### config.mk
export PLATFORM = sky130hd
export DESIGN_NAME = command_frame_responder_flat
export DESIGN_NICKNAME = d
export VERILOG_FILES = /design/src/hw/rtl/cfr_pkg.sv /design/src/hw/rtl/cfr_in_if.sv /design/src/hw/rtl/cfr_out_if.sv /design/src/hw/rtl/command_frame_responder.sv /design/src/hw/rtl/cfr_front.sv /design/src/hw/rtl/cfr_queue.sv /design/src/hw/rtl/cfr_back.sv /design/src/flat_wrapper.sv
export SDC_FILE = /design/constraint.sdc
export NUM_CORES = 1
export LEC_CHECK = 0
export ABC_CLOCK_PERIOD_IN_PS = 3200
export BUFFER_PORTS_ARGS = -buffer_cell sky130_fd_sc_hd__buf_4
export CAP_MARGIN = 15
export CORE_UTILIZATION = 48
export DETAILED_ROUTE_END_ITERATION = 7
export PLACE_DENSITY = 0.82
export SLEW_MARGIN = 15
export SYNTH_ARGS = -nofsm -noshare
export SYNTH_HDL_FRONTEND = slang
export SYNTH_SLANG_ARGS = --single-unit
### constraint.sdc
create_clock -name clk -period 3.2 [get_ports clk]
set_input_delay 0 -clock clk [delete_from_list [all_inputs] [get_ports clk]]
set_output_delay 0 -clock clk [all_outputs]
set_load 0.05 [all_outputs]
### src/hw/rtl/cfr_pkg.sv
// Shared types and constants for the command frame responder.
package cfr_pkg;

	localparam logic [15:0] HdrWord      = 16'hA700;
	localparam logic [7:0]  HdrByte      = 8'hA7;
	localparam logic [15:0] VersionReset = 16'h0102;
	localparam logic [8:0]  VoltMax      = 9'd300;

	localparam logic [15:0] HdrIdent    = 16'hA700;
	localparam logic [15:0] HdrStatus   = 16'hA710;
	localparam logic [15:0] HdrSetParam = 16'hA780;
	localparam logic [15:0] HdrSetFire  = 16'hA790;
	localparam logic [15:0] HdrSave     = 16'hA7F0;

	localparam logic [3:0] CMD_IDENT     = 4'h0;
	localparam logic [3:0] CMD_STATUS    = 4'h1;
	localparam logic [3:0] CMD_SET_PARAM = 4'h8;
	localparam logic [3:0] CMD_SET_FIRE  = 4'h9;
	localparam logic [3:0] CMD_SAVE      = 4'hF;

	localparam logic [15:0] SUB_DEVICE  = 16'd1;
	localparam logic [15:0] SUB_BAUD    = 16'd2;
	localparam logic [15:0] SUB_VOLTAGE = 16'd0;
	localparam logic [15:0] SUB_TYPE    = 16'd1;

	typedef logic [3:0] op_t;

	localparam op_t OP_REJECT   = 4'd0;
	localparam op_t OP_IDENT    = 4'd1;
	localparam op_t OP_STATUS   = 4'd2;
	localparam op_t OP_SET_DEV  = 4'd3;
	localparam op_t OP_SET_BAUD = 4'd4;
	localparam op_t OP_SET_NONE = 4'd5;
	localparam op_t OP_SET_VOLT = 4'd6;
	localparam op_t OP_SET_TYPE = 4'd7;
	localparam op_t OP_SAVE     = 4'd8;

	typedef struct packed {
		op_t         op;
		logic [15:0] value;
	} entry_t;

endpackage

### src/hw/rtl/cfr_in_if.sv
// Handshake channel for received command frames.
interface cfr_in_if;
	logic        valid;
	logic        ready;
	logic        frame_ok;
	logic [3:0]  frame_length;
	logic [15:0] word_zero;
	logic [15:0] word_one;
	logic [15:0] word_two;

	modport source (output valid, frame_ok, frame_length, word_zero, word_one, word_two,
		input ready);
	modport sink (input valid, frame_ok, frame_length, word_zero, word_one, word_two,
		output ready);
endinterface

### src/hw/rtl/cfr_out_if.sv
// Handshake channel for response words.
interface cfr_out_if;
	logic        valid;
	logic        ready;
	logic        accepted;
	logic [15:0] resp_word;
	logic        last_word;
	logic [15:0] reply_baud;
	logic        save_pulse;
	logic [8:0]  voltage_out;

	modport source (output valid, accepted, resp_word, last_word, reply_baud, save_pulse,
		voltage_out, input ready);
	modport sink (input valid, accepted, resp_word, last_word, reply_baud, save_pulse,
		voltage_out, output ready);
endinterface

### src/hw/rtl/command_frame_responder.sv
// Top level of the command frame responder.
// A frame's first response item is registered first in the operation queue and then in the output register.
// One frame per cycle for one-word replies while the reply is not stalled; identify and status
// emit three response items each, as the executor emits one response item per cycle when not stalled.
// A two-entry operation queue lets frames be taken while response items are stalled.
// Reset clears all settings to zero, version_word to 0x0102, and empties queue and output.
module command_frame_responder #(
	parameter int QUEUE_DEPTH = 2
) (
	input  logic        clk,
	input  logic        arst_n,
	cfr_in_if.sink      frame,
	cfr_out_if.source   reply,
	input  logic        psel,
	input  logic        penable,
	input  logic        pwrite,
	input  logic [2:0]  paddr,
	input  logic [31:0] pwdata,
	output logic [31:0] prdata,
	output logic        pready
);
	import cfr_pkg::*;

	localparam logic REG_VERSION = 1'b0;

	logic [15:0] version_q;
	logic        cfg_wr;
	logic        q_ready;
	logic        push;
	entry_t      push_entry;
	logic        pop;
	logic        head_valid;
	entry_t      head;

	assign pready = 1'b1;
	assign cfg_wr = psel && penable && pwrite && pready && (paddr[2] == REG_VERSION);
	assign prdata = (paddr[2] == REG_VERSION) ? {16'd0, version_q} : 32'd0;

	always_ff @(posedge clk or negedge arst_n) begin
		if (!arst_n) begin
			version_q <= VersionReset;
		end else if (cfg_wr) begin
			version_q <= pwdata[15:0];
		end
	end

	cfr_front u_front (
		.frame   (frame),
		.q_ready (q_ready),
		.push    (push),
		.entry   (push_entry)
	);

	cfr_queue #(
		.DEPTH (QUEUE_DEPTH)
	) u_queue (
		.clk        (clk),
		.arst_n     (arst_n),
		.push       (push),
		.push_entry (push_entry),
		.ready      (q_ready),
		.pop        (pop),
		.head_valid (head_valid),
		.head       (head)
	);

	cfr_back u_back (
		.clk          (clk),
		.arst_n       (arst_n),
		.head_valid   (head_valid),
		.head         (head),
		.version_word (version_q),
		.pop          (pop),
		.reply        (reply)
	);

endmodule

### src/hw/rtl/cfr_front.sv
// Frame checker: validates a frame and classifies it into an operation.
module cfr_front (
	cfr_in_if.sink          frame,
	input  logic            q_ready,
	output logic            push,
	output cfr_pkg::entry_t entry
);
	import cfr_pkg::*;

	logic       hdr_ok;
	logic       short_ok;
	logic       long_ok;
	logic [3:0] cmd;
	op_t        op;

	assign hdr_ok   = frame.frame_ok && (frame.frame_length != 4'd0) &&
		(frame.word_zero[15:8] == HdrByte);
	assign short_ok = (frame.frame_length == 4'd1) || (frame.frame_length == 4'd2);
	assign long_ok  = (frame.frame_length == 4'd3) || (frame.frame_length == 4'd4);
	assign cmd      = frame.word_zero[7:4];

	always_comb begin
		op = OP_REJECT;
		if (hdr_ok) begin
			case (cmd)
				CMD_IDENT: begin
					if (short_ok) op = OP_IDENT;
				end
				CMD_STATUS: begin
					if (short_ok) op = OP_STATUS;
				end
				CMD_SET_PARAM: begin
					if (long_ok) begin
						if (frame.word_one == SUB_DEVICE) op = OP_SET_DEV;
						else if (frame.word_one == SUB_BAUD) op = OP_SET_BAUD;
						else op = OP_SET_NONE;
					end
				end
				CMD_SET_FIRE: begin
					if (long_ok) begin
						if (frame.word_one == SUB_VOLTAGE) op = OP_SET_VOLT;
						else if (frame.word_one == SUB_TYPE) op = OP_SET_TYPE;
					end
				end
				CMD_SAVE: begin
					if (short_ok) op = OP_SAVE;
				end
				default: op = OP_REJECT;
			endcase
		end
	end

	always_comb begin
		entry.op = op;
		case (op)
			OP_SET_BAUD: entry.value = frame.word_two - 16'd1;
			OP_SET_VOLT: entry.value = (frame.word_two > {7'd0, VoltMax}) ?
				{7'd0, VoltMax} : frame.word_two;
			OP_SET_TYPE: entry.value = {15'd0, |frame.word_two};
			default:     entry.value = frame.word_two;
		endcase
	end

	assign frame.ready = q_ready;
	assign push        = frame.valid && q_ready;

endmodule

### src/hw/rtl/cfr_queue.sv
// Short queue of classified operations between checker and executor.
module cfr_queue #(
	parameter int DEPTH = 2
) (
	input  logic            clk,
	input  logic            arst_n,
	input  logic            push,
	input  cfr_pkg::entry_t push_entry,
	output logic            ready,
	input  logic            pop,
	output logic            head_valid,
	output cfr_pkg::entry_t head
);
	import cfr_pkg::*;

	localparam int PtrW = (DEPTH > 1) ? $clog2(DEPTH) : 1;
	localparam int CntW = $clog2(DEPTH + 1);

	entry_t            mem_q [DEPTH];
	logic [PtrW-1:0]   wr_ptr_q;
	logic [PtrW-1:0]   rd_ptr_q;
	logic [CntW-1:0]   count_q;

	assign ready      = (count_q != CntW'(DEPTH));
	assign head_valid = (count_q != '0);
	assign head       = mem_q[rd_ptr_q];

	always_ff @(posedge clk) begin
		if (push) mem_q[wr_ptr_q] <= push_entry;
	end

	always_ff @(posedge clk or negedge arst_n) begin
		if (!arst_n) begin
			wr_ptr_q <= '0;
			rd_ptr_q <= '0;
			count_q  <= '0;
		end else begin
			if (push) begin
				wr_ptr_q <= (wr_ptr_q == PtrW'(DEPTH - 1)) ? '0 : wr_ptr_q + 1'b1;
			end
			if (pop) begin
				rd_ptr_q <= (rd_ptr_q == PtrW'(DEPTH - 1)) ? '0 : rd_ptr_q + 1'b1;
			end
			if (push && !pop) count_q <= count_q + 1'b1;
			else if (pop && !push) count_q <= count_q - 1'b1;
		end
	end

endmodule

### src/hw/rtl/cfr_back.sv
// Executor: holds the settings, applies updates and emits response words.
module cfr_back (
	input  logic            clk,
	input  logic            arst_n,
	input  logic            head_valid,
	input  cfr_pkg::entry_t head,
	input  logic [15:0]     version_word,
	output logic            pop,
	cfr_out_if.source       reply
);
	import cfr_pkg::*;

	logic [15:0] device_q;
	logic [8:0]  volt_q;
	logic        type_q;
	logic [15:0] baud_q;
	logic [1:0]  idx_q;

	logic        out_valid_q;
	logic        accepted_q;
	logic [15:0] resp_q;
	logic        last_q;
	logic [15:0] baud_out_q;
	logic        save_q;
	logic [8:0]  volt_out_q;

	logic        adv;
	logic        multi;
	logic        last;
	logic [15:0] word;
	logic [15:0] baud_nx;
	logic [8:0]  volt_nx;

	assign adv   = head_valid && (!out_valid_q || reply.ready);
	assign multi = (head.op == OP_IDENT) || (head.op == OP_STATUS);
	assign last  = !multi || (idx_q == 2'd2);
	assign pop   = adv && last;

	assign baud_nx = (head.op == OP_SET_BAUD) ? head.value : baud_q;
	assign volt_nx = (head.op == OP_SET_VOLT) ? head.value[8:0] : volt_q;

	always_comb begin
		case (head.op)
			OP_IDENT: begin
				case (idx_q)
					2'd0:    word = HdrIdent;
					2'd1:    word = device_q;
					default: word = version_word;
				endcase
			end
			OP_STATUS: begin
				case (idx_q)
					2'd0:    word = HdrStatus;
					2'd1:    word = {7'd0, volt_q};
					default: word = {15'd0, type_q};
				endcase
			end
			OP_SET_DEV, OP_SET_BAUD, OP_SET_NONE: word = HdrSetParam;
			OP_SET_VOLT, OP_SET_TYPE:             word = HdrSetFire;
			OP_SAVE:                              word = HdrSave;
			default:                              word = 16'd0;
		endcase
	end

	always_ff @(posedge clk or negedge arst_n) begin
		if (!arst_n) begin
			device_q    <= '0;
			volt_q      <= '0;
			type_q      <= 1'b0;
			baud_q      <= '0;
			idx_q       <= '0;
			out_valid_q <= 1'b0;
		end else begin
			if (adv) begin
				out_valid_q <= 1'b1;
				idx_q       <= last ? 2'd0 : idx_q + 2'd1;
				case (head.op)
					OP_SET_DEV:  device_q <= head.value;
					OP_SET_BAUD: baud_q   <= head.value;
					OP_SET_VOLT: volt_q   <= head.value[8:0];
					OP_SET_TYPE: type_q   <= head.value[0];
					default: ;
				endcase
			end else if (reply.ready) begin
				out_valid_q <= 1'b0;
			end
		end
	end

	always_ff @(posedge clk) begin
		if (adv) begin
			accepted_q <= (head.op != OP_REJECT);
			resp_q     <= word;
			last_q     <= last;
			baud_out_q <= baud_nx;
			save_q     <= (head.op == OP_SAVE);
			volt_out_q <= volt_nx;
		end
	end

	assign reply.valid       = out_valid_q;
	assign reply.accepted    = accepted_q;
	assign reply.resp_word   = resp_q;
	assign reply.last_word   = last_q;
	assign reply.reply_baud  = baud_out_q;
	assign reply.save_pulse  = save_q;
	assign reply.voltage_out = volt_out_q;

	a_volt_range: assert property (@(posedge clk) disable iff (!arst_n)
		volt_q <= VoltMax)
		else $error("voltage setting above limit");

	a_idx_range: assert property (@(posedge clk) disable iff (!arst_n)
		(idx_q != 2'd3) && ((idx_q == 2'd0) || multi))
		else $error("word index out of range for operation");

	a_reject_shape: assert property (@(posedge clk) disable iff (!arst_n)
		out_valid_q && !accepted_q |-> last_q && (resp_q == 16'd0) && !save_q)
		else $error("malformed reject item");

	a_idx_held: assert property (@(posedge clk) disable iff (!arst_n)
		!adv |=> $stable(idx_q))
		else $error("word index moved without an item");

endmodule

### src/flat_wrapper.sv
// flat-port wrapper written by rule: the top's interface ports become plain ports
module command_frame_responder_flat import cfr_pkg::*;
#(
	parameter int QUEUE_DEPTH = 2
)
  (clk, arst_n, psel, penable, pwrite, paddr, pwdata, prdata, pready, frame_valid, frame_frame_ok, frame_frame_length, frame_word_zero, frame_word_one, frame_word_two, frame_ready, reply_valid, reply_accepted, reply_resp_word, reply_last_word, reply_reply_baud, reply_save_pulse, reply_voltage_out, reply_ready);
  cfr_in_if frame_i ();
  cfr_out_if reply_i ();
  input  logic clk;
  input  logic arst_n;
  input  logic psel;
  input  logic penable;
  input  logic pwrite;
  input  logic [2:0] paddr;
  input  logic [31:0] pwdata;
  output logic [31:0] prdata;
  output logic pready;
  input wire logic [$bits(frame_i.valid)-1:0] frame_valid;
  input wire logic [$bits(frame_i.frame_ok)-1:0] frame_frame_ok;
  input wire logic [$bits(frame_i.frame_length)-1:0] frame_frame_length;
  input wire logic [$bits(frame_i.word_zero)-1:0] frame_word_zero;
  input wire logic [$bits(frame_i.word_one)-1:0] frame_word_one;
  input wire logic [$bits(frame_i.word_two)-1:0] frame_word_two;
  output wire logic [$bits(frame_i.ready)-1:0] frame_ready;
  output wire logic [$bits(reply_i.valid)-1:0] reply_valid;
  output wire logic [$bits(reply_i.accepted)-1:0] reply_accepted;
  output wire logic [$bits(reply_i.resp_word)-1:0] reply_resp_word;
  output wire logic [$bits(reply_i.last_word)-1:0] reply_last_word;
  output wire logic [$bits(reply_i.reply_baud)-1:0] reply_reply_baud;
  output wire logic [$bits(reply_i.save_pulse)-1:0] reply_save_pulse;
  output wire logic [$bits(reply_i.voltage_out)-1:0] reply_voltage_out;
  input wire logic [$bits(reply_i.ready)-1:0] reply_ready;
  assign frame_i.valid = frame_valid;
  assign frame_i.frame_ok = frame_frame_ok;
  assign frame_i.frame_length = frame_frame_length;
  assign frame_i.word_zero = frame_word_zero;
  assign frame_i.word_one = frame_word_one;
  assign frame_i.word_two = frame_word_two;
  assign frame_ready = frame_i.ready;
  assign reply_valid = reply_i.valid;
  assign reply_accepted = reply_i.accepted;
  assign reply_resp_word = reply_i.resp_word;
  assign reply_last_word = reply_i.last_word;
  assign reply_reply_baud = reply_i.reply_baud;
  assign reply_save_pulse = reply_i.save_pulse;
  assign reply_voltage_out = reply_i.voltage_out;
  assign reply_i.ready = reply_ready;
  command_frame_responder #(.QUEUE_DEPTH(QUEUE_DEPTH)) u_core (.clk(clk), .arst_n(arst_n), .frame(frame_i), .reply(reply_i), .psel(psel), .penable(penable), .pwrite(pwrite), .paddr(paddr), .pwdata(pwdata), .prdata(prdata), .pready(pready));
endmodule
== After elaboration in Yosys (flattened, before gate mapping) ==
Memory sizes are Yosys's and may differ from the RTL's.
Cells that the tools add are included.
Storage, ports and cells
  logic and storage cells: 110
  memories: 1
  memory bits (writable): 40
  input port bits: 95
  output and inout port bits: 79
  bits in registers: 109
Operators by class
  muxes and demuxes: 28
  reductions and logical operators: 32
  add/sub/neg operators: 6
  bitwise operators: 1
  eq/ne operators: 25
  magnitude comparators: 1
Memory list
  u_core.u_queue.mem_q: words 2, bits a word 20, read ports 1, clocked after memory_dff 0, write ports 1, line cfr_queue.sv:19  | entry_t mem_q [DEPTH];
Operators with widths (number)
  one-hot mux 16 bit (5 select lines): 1
  one-hot mux 16 bit (2 select lines): 2
  2-to-1 mux 16 bit: 3
  one-hot mux 16 bit (3 select lines): 1
  equality test 4 x 3 -> 1 bit (second input constant): 8
  one-hot mux 4 bit (5 select lines): 1
  equality test 16 x 1 -> 1 bit (second input constant): 1
  equality test 16 x 2 -> 1 bit (second input constant): 1
  equality test 4 x 2 -> 1 bit (second input constant): 4
  equality test 4 bit (second input constant): 4
  > comparator 16 x 9 -> 1 bit (second input constant): 1
  logical NOT 16 bit: 1
  OR reduction 16 bit: 1
  subtractor 16 x 1 -> 16 bit (second input constant): 1
  2-to-1 mux 3 bit: 5
  equality test 4 x 1 -> 1 bit (second input constant): 3
  logical AND 1 bit: 10
  2-to-1 mux 9 bit: 1
  equality test 8 bit (second input constant): 1
  2-to-1 mux 1 bit: 8
  2-to-1 mux 2 bit: 4
  2-to-1 mux 4 bit: 2
  nonzero test 4 bit: 2
  nonzero test 2 bit: 3
  14 further kinds: 24

== Logic depth before layout (Yosys ltp) ==
Gate-level depths: netlist of run 1.
An unclocked memory read counts as a cell.
  depth after elaboration: 9
  mapped depth: 12
  mapped depth without buffers: 10

== Modules after synthesis ==
A second synthesis of run 1 with hierarchy kept.
Unflattened totals
  cell total of the unflattened synthesis: 585
  area total of the unflattened synthesis: 7659.8 sq um
By module, submodules not included
  cfr_back: area an instance 3967.6 sq um, seq. area each 2447.3 sq um, times used 1, cells each 262
  cfr_queue: area an instance 1709.1 sq um, seq. area each 1301.2 sq um, times used 1, cells each 78
  cfr_front: area an instance 1081.0 sq um, seq. area each 0.0 sq um, times used 1, cells each 175
  command_frame_responder: area an instance 902.1 sq um, seq. area each 402.9 sq um, times used 1, cells each 70

== Worst setup path after synthesis of run 1 ==
OpenSTA, ideal clock, no wires.
  path type: reg2reg
  start point: reg u_core.u_back.out_valid_q, in the netlist u_core.u_back.reply.valid
  end point: reg u_core.u_queue.count_q[1]
  cell stages (with the launch flop): 10
  library setup time: 0.079 ns
  period minus slack after synthesis: 3.476 ns
  data required time: 3.121 ns
  path slack: -0.276 ns
  arrival: 3.397 ns
  path buffers: 2
  path through: dfrtp_1 nand2b_1 o21a_1 clkbuf_1 clkbuf_1 nand2_1 ha_1 xor2_1 nor2_1 xor2_1
On the way
  cells in the longest elaborated chain, start to end: 7
  elaborated cells between the ends (all ways): 9
  classes of those cells: 1 x mux; 8 x reduce/logical
RTL lines
  start: declaration: line cfr_back.sv:19  | logic out_valid_q;
  start signal: assignment: line cfr_back.sv:72  | out_valid_q <= 1'b0;
  start signal: assignment: line cfr_back.sv:75  | out_valid_q <= 1'b1;
  start signal: assignment: line cfr_back.sv:85  | out_valid_q <= 1'b0;
  logical NOT 1 bit *: line cfr_back.sv:34  | assign adv = head_valid && (!out_valid_q || reply.ready);
  logical OR 1 bit *: line cfr_back.sv:34
  logical AND 1 bit *: line cfr_back.sv:34
  net u_core.u_back.adv: line cfr_back.sv:27  | logic adv;
  logical AND 1 bit *: line cfr_back.sv:37  | assign pop = adv && last;
  logical NOT 1 bit: line cfr_queue.sv:44  | if (push && !pop) count_q <= count_q + 1'b1;
  logical AND 1 bit: line cfr_queue.sv:44
  2-to-1 mux 2 bit or nonzero test 2 bit (tied branches)
  end signal: assignment: line cfr_queue.sv:44
  end signal: assignment: line cfr_queue.sv:45  | else if (pop && !push) count_q <= count_q - 1'b1;
  end: declaration: line cfr_queue.sv:22  | logic [CntW-1:0] count_q;
Mark *: on every way through the listed nets, which the timed path passes. The rest lies on a longest branch.
A chain may end at the register's enable or synchronous reset.

== Worst setup path in the final report of run 1 ==
  start point: reg u_core.u_queue.rd_ptr_q
  end point: reg u_core.u_queue.count_q[1]
On the way
  cells in the longest elaborated chain, start to end: 9
  elaborated cells between the ends (all ways): 12
  classes of those cells: 2 x eq/ne; 1 x mux; 8 x reduce/logical; 1 x memory
RTL lines
  start: declaration: line cfr_queue.sv:21  | logic [PtrW-1:0] rd_ptr_q;
  start signal: assignment: line cfr_queue.sv:42  | rd_ptr_q <= (rd_ptr_q == PtrW'(DEPTH - 1)) ? '0 : rd_ptr_q + 1'b1;
  memory read (2 x 20 bit) *
  equality test 4 x 1 -> 1 bit or equality test 4 x 2 -> 1 bit (tied branches): line cfr_back.sv:35  | assign multi = (head.op == OP_IDENT) || (head.op == OP_STATUS);
  logical OR 1 bit *: line cfr_back.sv:35
  logical NOT 1 bit *: line cfr_back.sv:36  | assign last = !multi || (idx_q == 2'd2);
  logical OR 1 bit *: line cfr_back.sv:36
  net u_core.u_back.last: line cfr_back.sv:29  | logic last;
  logical AND 1 bit *: line cfr_back.sv:37
  logical NOT 1 bit: line cfr_queue.sv:44
  logical AND 1 bit: line cfr_queue.sv:44
  2-to-1 mux 2 bit or nonzero test 2 bit (tied branches)
Marked as above.

==> results.py, run 1 <==
metrics = {
    "drt": {
        "avgRoutedWirePerCell_um": 15.8,
        "firstDrtPassIters": 5,
        "vias_per_cell": 5.48,
        "drc_errors": 0,
        "wirelength_mm": 15.3,
        "via_count": 5298,
        "drt_iter0_drc": 444,
        "ant_nets": 0,
    },
    "yosys": {
        "syn-cell-area_sq_um": 7080,
        "synth_top_family_by_area": "simple AND/OR/NAND/NOR gates",
        "synth_area_leaders": "edfxtp_1 36%, dfrtp_1 22%, mux2_2 7.0%",
        "syn_inst": 603,
        "synthDistinctLibCells": 63,
        "synth.most_common_cell": "edfxtp_1",
        "synthXorXnorAreaFrac_pct": 0.866,
        "ys_seq_elements": 149,
        "synthMuxAreaShare_pct": 9.68,
        "synth_top_flop_cell": "edfxtp_1",
        "synth-compound-area-share_pct": 11.0,
        "yosysTopAreaCell": "edfxtp_1",
        "synthAdderAreaFrac_pct": 1.24,
        "yosysWarningCount": 0,
        "synth-edff-count": 84,
        "async_reset_ff_share_pct": 43.6,
        "avgSynthCellArea_sq_um": 11.7,
        "synth_top_cell_area_share_pct": 35.6,
        "synthTopCellsByCount": "84 x edfxtp_1, 69 x nand2_1, 63 x dfrtp_1",
        "synthSimpleGateAreaFrac_pct": 14.5,
        "synth-seq-area-share_pct": 58.6,
    },
    "timing": {
        "setup_viol": 0,
        "min_period_ns": 2.71,
        "fin_crit_sh_pct": 84.7,
        "slew_viol_final": 0,
        "timing.final.hold_violations": 0,
        "skew_ns": 0.00531,
        "fmax_ghz": 0.369,
        "worst_pin_slew_ns": 0.899,
        "rsz0062_at_grt": "no",
        "maxSlewHeadroom_pct": 40.1,
        "finalSetupTns_ns": 0,
    },
    "worst_setup_path": {
        "crit_path_end_kind": "flip-flop",
        "crit_chain": "mux2_2 > nor4_2 > nor2b_1 > or2_1 > nand2_1 > ha_1 > xor2_1 > nor2_1 > xor2_1",
        "crit_slowest_cell": "nor4_2",
        "cp_data_required_time_ns": 3.49,
        "cpMostUsedCell": "xor2_1",
        "worstPathArrival_ns": 3.00,
        "start_kind": "flip-flop",
        "slowest_delay_ns": 0.52,
        "path_class": "flip-flop to flip-flop",
        "path_max_fanout": 7,
    },
    "global_routing": {
        "antenna_found_initial": 0,
        "grt_pass1_vias": 5129,
        "grt_start_max_net_pins": 66,
        "grt.overflow.total": 0,
        "grt_pass1_wl_mm": 24.5,
        "grt_util_all_layers_pct": 21.1,
    },
    "clock_tree": {
        "htree_levels": 4,
        "clkTransAtPathRegs_ns": 0.06,
        "cts_post_setup_buffers_inserted": 0,
        "cts.repair.resized": 0,
        "cts_root_buf": "clkbuf_16",
        "numCtsBuffers": 17,
        "cts.sinks": 149,
        "clk_latency_ns": 0.41,
        "cts_max_path_buffers": 2,
        "cts_tree": "done",
    },
    "placed_design": {
        "dp_cells": 904,
        "portBuffers": 134,
        "gp_congestion": 0.905,
        "hpwl_mm": 10.8,
    },
    "hold_path": {
        "hold_class": "input port to flip-flop",
    },
    "die": {
        "start_util_pct": 48.9,
        "die_y_um": 123,
        "core-area_sq_um": 14500,
        "core.rowCount": 44,
        "fp.dieW_um": 123,
        "die_area_sq_um": 15200,
        "io_pins": 174,
    },
    "power_and_ir_drop": {
        "vdd_drop_max_mv": 0.455,
        "p_total_mw": 8.82,
        "powerDensity_nw_per_um2": 963,
        "p_leak_nw": 3.87,
    },
    "layout": {
        "stdcell_count": 967,
        "fin_nets": 872,
        "syn2layout_area_growth_pct": 29.3,
        "drive_above_1_share_pct": 29.4,
        "diodes": 0,
        "num-fill-cells": 1066,
    },
    "status": {
        "status": "complete, no violations",
    },
    "job": {
        "drv_cap": 0,
    },
}
metrics by stage:
step                utilization [%]  hold WS, ns  worst slack (ns)  cell area, sq um
global route                   63.3       0.0411             0.372              9160
global placement               56.8        0.140             0.639              8230
CTS                            63.3       0.0312             0.534              9160
floorplan                         -       -0.296             0.533              7140
finish                         63.3       0.0517             0.489              9160
detailed placement             56.8        0.159             0.563              8230
cell usage in the layout, fill, tap and decap left out, types with 11 or more instances in the layout:
cell	instances
o21ai_0	58
conb_1	17
edfxtp_1	84
inv_1	14
mux2i_1	19
clkbuf_16	17
nor3_1	12
a22oi_1	11
nor2_1	29
dfrtp_1	63
nand2_1	69
nor2b_1	21
mux2_2	44
dlygate4sd3_1	31
buf_4	142
worst max-delay path: cells and delay by family (launching register included):
kind          cells  cell delay [ns]
flops             1             0.50
xor+xnor          2             0.31
fa+ha+maj         1             0.18
mux               1             0.43
simple gates      5             1.16
metal layers:
layer  GRT usage [%]  vias to the layer above  part of all wire (%)
li1                -                     2522                     -
met1            26.4                     2482                    41
met2            35.6                      258                    49
met3            4.66                       36                   7.0
met4            7.68                        0                   2.2
met5               0                        -                     0
power by group:
part / internal, mW / total [mW] / leakage (nW) / switching [mW]
combinational: 1.18 / 3.50 / 1.95 / 2.32
sequential: 2.92 / 3.27 / 1.62 / 0.348
clock: 1.35 / 2.06 / 0.300 / 0.711
cell type report:
cell class	count	area, sq um	area share (%)
Clock inverter	8	150	1.64
Multi-Input combinational cell	414	2710	29.5
Sequential cell	149	4150	45.3
Inverter	14	52.6	0.574
Clock buffer	24	472	5.15
Tap cell	184	230	2.51
Timing Repair Buffer	174	1400	15.2
flip-flops by register name (all words and copies together) (netlist names), 2 cells and up:
register and flops:
u_core.u_back.reply.resp_word 16, u_core.u_back.device_q 16, u_core.u_queue.mem_q 40, u_core.u_back.baud_q 16
u_core.version_q 16, u_core.u_back.idx_q 2, u_core.u_back.reply.reply_baud 16, u_core.u_back.reply.voltage_out 9
u_core.u_queue.count_q 2, u_core.u_back.volt_q 9
what timing repair did:
action                                  CTS  global route
endpoints found under the setup margin    0             0
endpoints found under the hold margin   105             0
hold buffers                             31             0
worst paths after layout:
kind / end / startpoint / cells after the start / slack [ns]
max: u_core.u_queue.count_q[1] / u_core.u_queue.rd_ptr_q / 9 / 0.49
min: u_core.u_queue.mem_q[1][19] / frame_word_zero[5] / 3 / 0.05
max reg2reg: u_core.u_queue.count_q[1] / u_core.u_queue.rd_ptr_q / 9 / 0.49
min reg2reg: u_core.u_back.device_q[1] / u_core.u_back.device_q[1] / 2 / 0.49
max in group asynchronous: u_core.version_q[7] / arst_n / 2 / 2.41
min in group asynchronous: u_core.u_back.volt_q[2] / arst_n / 2 / 0.24
kinds of logic after synthesis:
group | Yosys count
and+or+nand+nor | 198
DFF | 149
AOI/OAI and AO/OA | 122
muxes | 63
buffers and inverters | 55
adders and majority gates | 7
xor gates and xnor gates | 7
other | 2
No activity file was read; power rests on OpenSTA's default activity.
==> inputs of run 2 (changes only) <==
--- a/config.mk
+++ b/config.mk
@@ -5,7 +5,7 @@
 export SDC_FILE = /design/constraint.sdc
 export NUM_CORES = 1
 export LEC_CHECK = 0
-export ABC_CLOCK_PERIOD_IN_PS = 3200
+export ABC_CLOCK_PERIOD_IN_PS = 2400
 export BUFFER_PORTS_ARGS = -buffer_cell sky130_fd_sc_hd__buf_4
 export CAP_MARGIN = 15
 export CORE_UTILIZATION = 48
==> constraint.sdc (replaced) <==
create_clock -name clk -period 2.4 [get_ports clk]
set_input_delay 0 -clock clk [delete_from_list [all_inputs] [get_ports clk]]
set_output_delay 0 -clock clk [all_outputs]
set_load 0.05 [all_outputs]
==> results.py, run 2 (synthesized netlist as in run 1, its figures left out) <==
metrics = {
    "global_routing": {
        "grt_pass1_wl_mm": 24.4,
        "grt_util_all_layers_pct": 21.0,
        "grt_pass1_vias": 5082,
        "grt.overflow.total": 0,
        "grt_start_max_net_pins": 66,
        "antenna_found_initial": 0,
    },
    "timing": {
        "fmax_ghz": 0.435,
        "maxSlewHeadroom_pct": 43.1,
        "timing.final.hold_violations": 0,
        "fin_crit_sh_pct": 95.9,
        "setup_viol": 0,
        "min_period_ns": 2.30,
        "skew_ns": 0.0125,
        "rsz0062_at_grt": "no",
        "worst_pin_slew_ns": 0.849,
        "slew_viol_final": 0,
        "finalSetupTns_ns": 0,
    },
    "drt": {
        "drt_iter0_drc": 408,
        "wirelength_mm": 15.5,
        "via_count": 5354,
        "avgRoutedWirePerCell_um": 15.8,
        "vias_per_cell": 5.45,
        "drc_errors": 0,
        "firstDrtPassIters": 5,
        "ant_nets": 0,
    },
    "layout": {
        "num-fill-cells": 1024,
        "top_register": "u_core.u_queue.mem_q",
        "final-seq-area_sq_um": 4150,
        "multiInputGateArea_sq_um": 2760,
        "diodes": 0,
        "final_cell_mix": "159 x buf_4, 84 x edfxtp_1, 69 x nand2_1",
        "largest_reg_flops": 40,
        "fin_nets": 887,
        "syn2layout_area_growth_pct": 31.2,
        "finalInstanceArea_sq_um": 9290,
        "drive_above_1_share_pct": 31.8,
        "final_common_cell": "buf_4",
    },
    "die": {
        "core.rowCount": 44,
        "io_pins": 174,
        "die_area_sq_um": 15200,
        "die_y_um": 123,
        "start_util_pct": 48.9,
        "fp.dieW_um": 123,
        "core-area_sq_um": 14500,
    },
    "clock_tree": {
        "htree_levels": 4,
        "cts_tree": "done",
        "clkTransAtPathRegs_ns": 0.06,
        "cts_max_path_buffers": 2,
        "clk_latency_ns": 0.42,
        "cts_root_buf": "clkbuf_16",
        "numCtsBuffers": 17,
        "cts.sinks": 149,
    },
    "hold_path": {
        "hold_end": "u_core.u_queue.mem_q[0][5]",
        "hp-start": "frame_word_two[5]",
        "hold_class": "input port to flip-flop",
        "whs_path_depth": 3,
    },
    "job": {
        "drv_cap": 0,
    },
    "power_and_ir_drop": {
        "switching_power_mw": 4.59,
        "p_comb_share_pct": 40.8,
        "power_frac_seq_pct": 37.0,
        "powerDensity_nw_per_um2": 1270,
        "pwr-share-clk_pct": 22.2,
        "switching_share_pct": 38.9,
        "p_int_mw": 7.21,
        "vdd_drop_max_mv": 0.578,
        "p_leak_nw": 3.94,
    },
    "worst_setup_path": {
        "start_kind": "flip-flop",
        "path_max_fanout": 5,
        "worstPathArrival_ns": 2.64,
        "crit_slowest_cell": "dfrtp_2",
        "slowest_delay_ns": 0.44,
        "crit_path_end_kind": "flip-flop",
        "r2r_slack_ns": 0.1,
        "cp_data_required_time_ns": 2.74,
        "timing.rr.start": "u_core.u_queue.rd_ptr_q",
        "path_class": "flip-flop to flip-flop",
        "rr_worst_depth": 9,
        "worstReg2RegEnd": "u_core.u_queue.count_q[1]",
        "crit_chain": "buf_4 > mux2i_4 > nor4_4 > nor2b_1 > or2_1 > nand2_1 > ha_1 > nor2_1 > xor2_1",
    },
    "status": {
        "status": "complete, no violations",
    },
    "placed_design": {
        "gp_congestion": 0.866,
        "dpl_cell_area_sq_um": 8360,
        "hpwl_mm": 10.9,
        "portBuffers": 134,
    },
}
run 2: cell count changes in the layout (fill, tap and decap cells not counted), sizes merged:
cell         change
clkbuf           +4
buf             +16
bufinv           -4
clkinv           -2
dlygate4sd3      -1
clkinvlp         +1
inv              +1
run 2: through the flow:
stage                     setup WS [ns]  power (mW)  util [%]  hold slack [ns]  cells
after floorplan                  0.0284        7.69         -           -0.296    618
after global placement           0.0339        8.91      57.8            0.142    920
after detailed placement        0.00107        9.09      57.8            0.157    920
after CTS                        0.0325        11.8      64.0          0.00864    982
after global routing            0.00263        12.4      64.2           0.0373    982
final                            0.0989        11.8      64.2           0.0324    982
run 2: worst max-delay path, delay by kind of cell (launching register included):
family / cells / cell delay (ns)
simple gates: 5 / 0.97
flops: 1 / 0.44
fa+ha+maj: 1 / 0.27
mux: 1 / 0.20
buf+inv: 1 / 0.17
xor+xnor: 1 / 0.16
run 2: timing repair:
action,CTS,global route
endpoints found under the setup margin,0,19
gates resized for setup,0,5
hold buffers,30,0
hold endpoints to repair,103,0
setup buffers,0,0
run 2: final cells by class:
cell class / instances / share of cell area [%]
Multi-Input combinational cell: 414 / 29.6
Clock inverter: 4 / 0.296
Sequential cell: 149 / 44.7
Inverter: 14 / 0.565
Clock buffer: 28 / 6.26
Tap cell: 184 / 2.48
Timing Repair Buffer: 189 / 16.1
run 2: metal layers:
metal / wire length [um] / global-route usage, %
met1: 6650 / 26.2
met2: 7640 / 35.8
met3: 934 / 4.66
met4: 254 / 7.38
met5: 0 / 0
run 2: worst max-delay path by stage:
stage | start | to | slack, ns | depth (start not counted)
2_1_floorplan | u_core.u_back.reply.valid | u_core.u_queue.count_q[1] | 0.03 | 9
3_3_place_gp | frame_word_zero[14] | u_core.u_queue.mem_q[0][0] | 0.03 | 8
3_5_place_dp | frame_word_zero[14] | u_core.u_queue.mem_q[1][0] | 0.001 | 8
4_1_cts | u_core.u_queue.rd_ptr_q | u_core.u_queue.count_q[1] | 0.03 | 9
5_1_grt | u_core.u_queue.rd_ptr_q | u_core.u_queue.count_q[1] | 0.003 | 10
6_report | u_core.u_queue.rd_ptr_q | u_core.u_queue.count_q[1] | 0.1 | 9
run 2: power by group through the flow:
stage	clock network [mW]	logic [mW]	registers [mW]
after CTS	2.64	4.79	4.36
after detailed placement	0	4.71	4.39
after global placement	0	4.57	4.34
after floorplan	0	2.16	5.53
after global routing	2.76	5.15	4.46
final	2.62	4.81	4.36
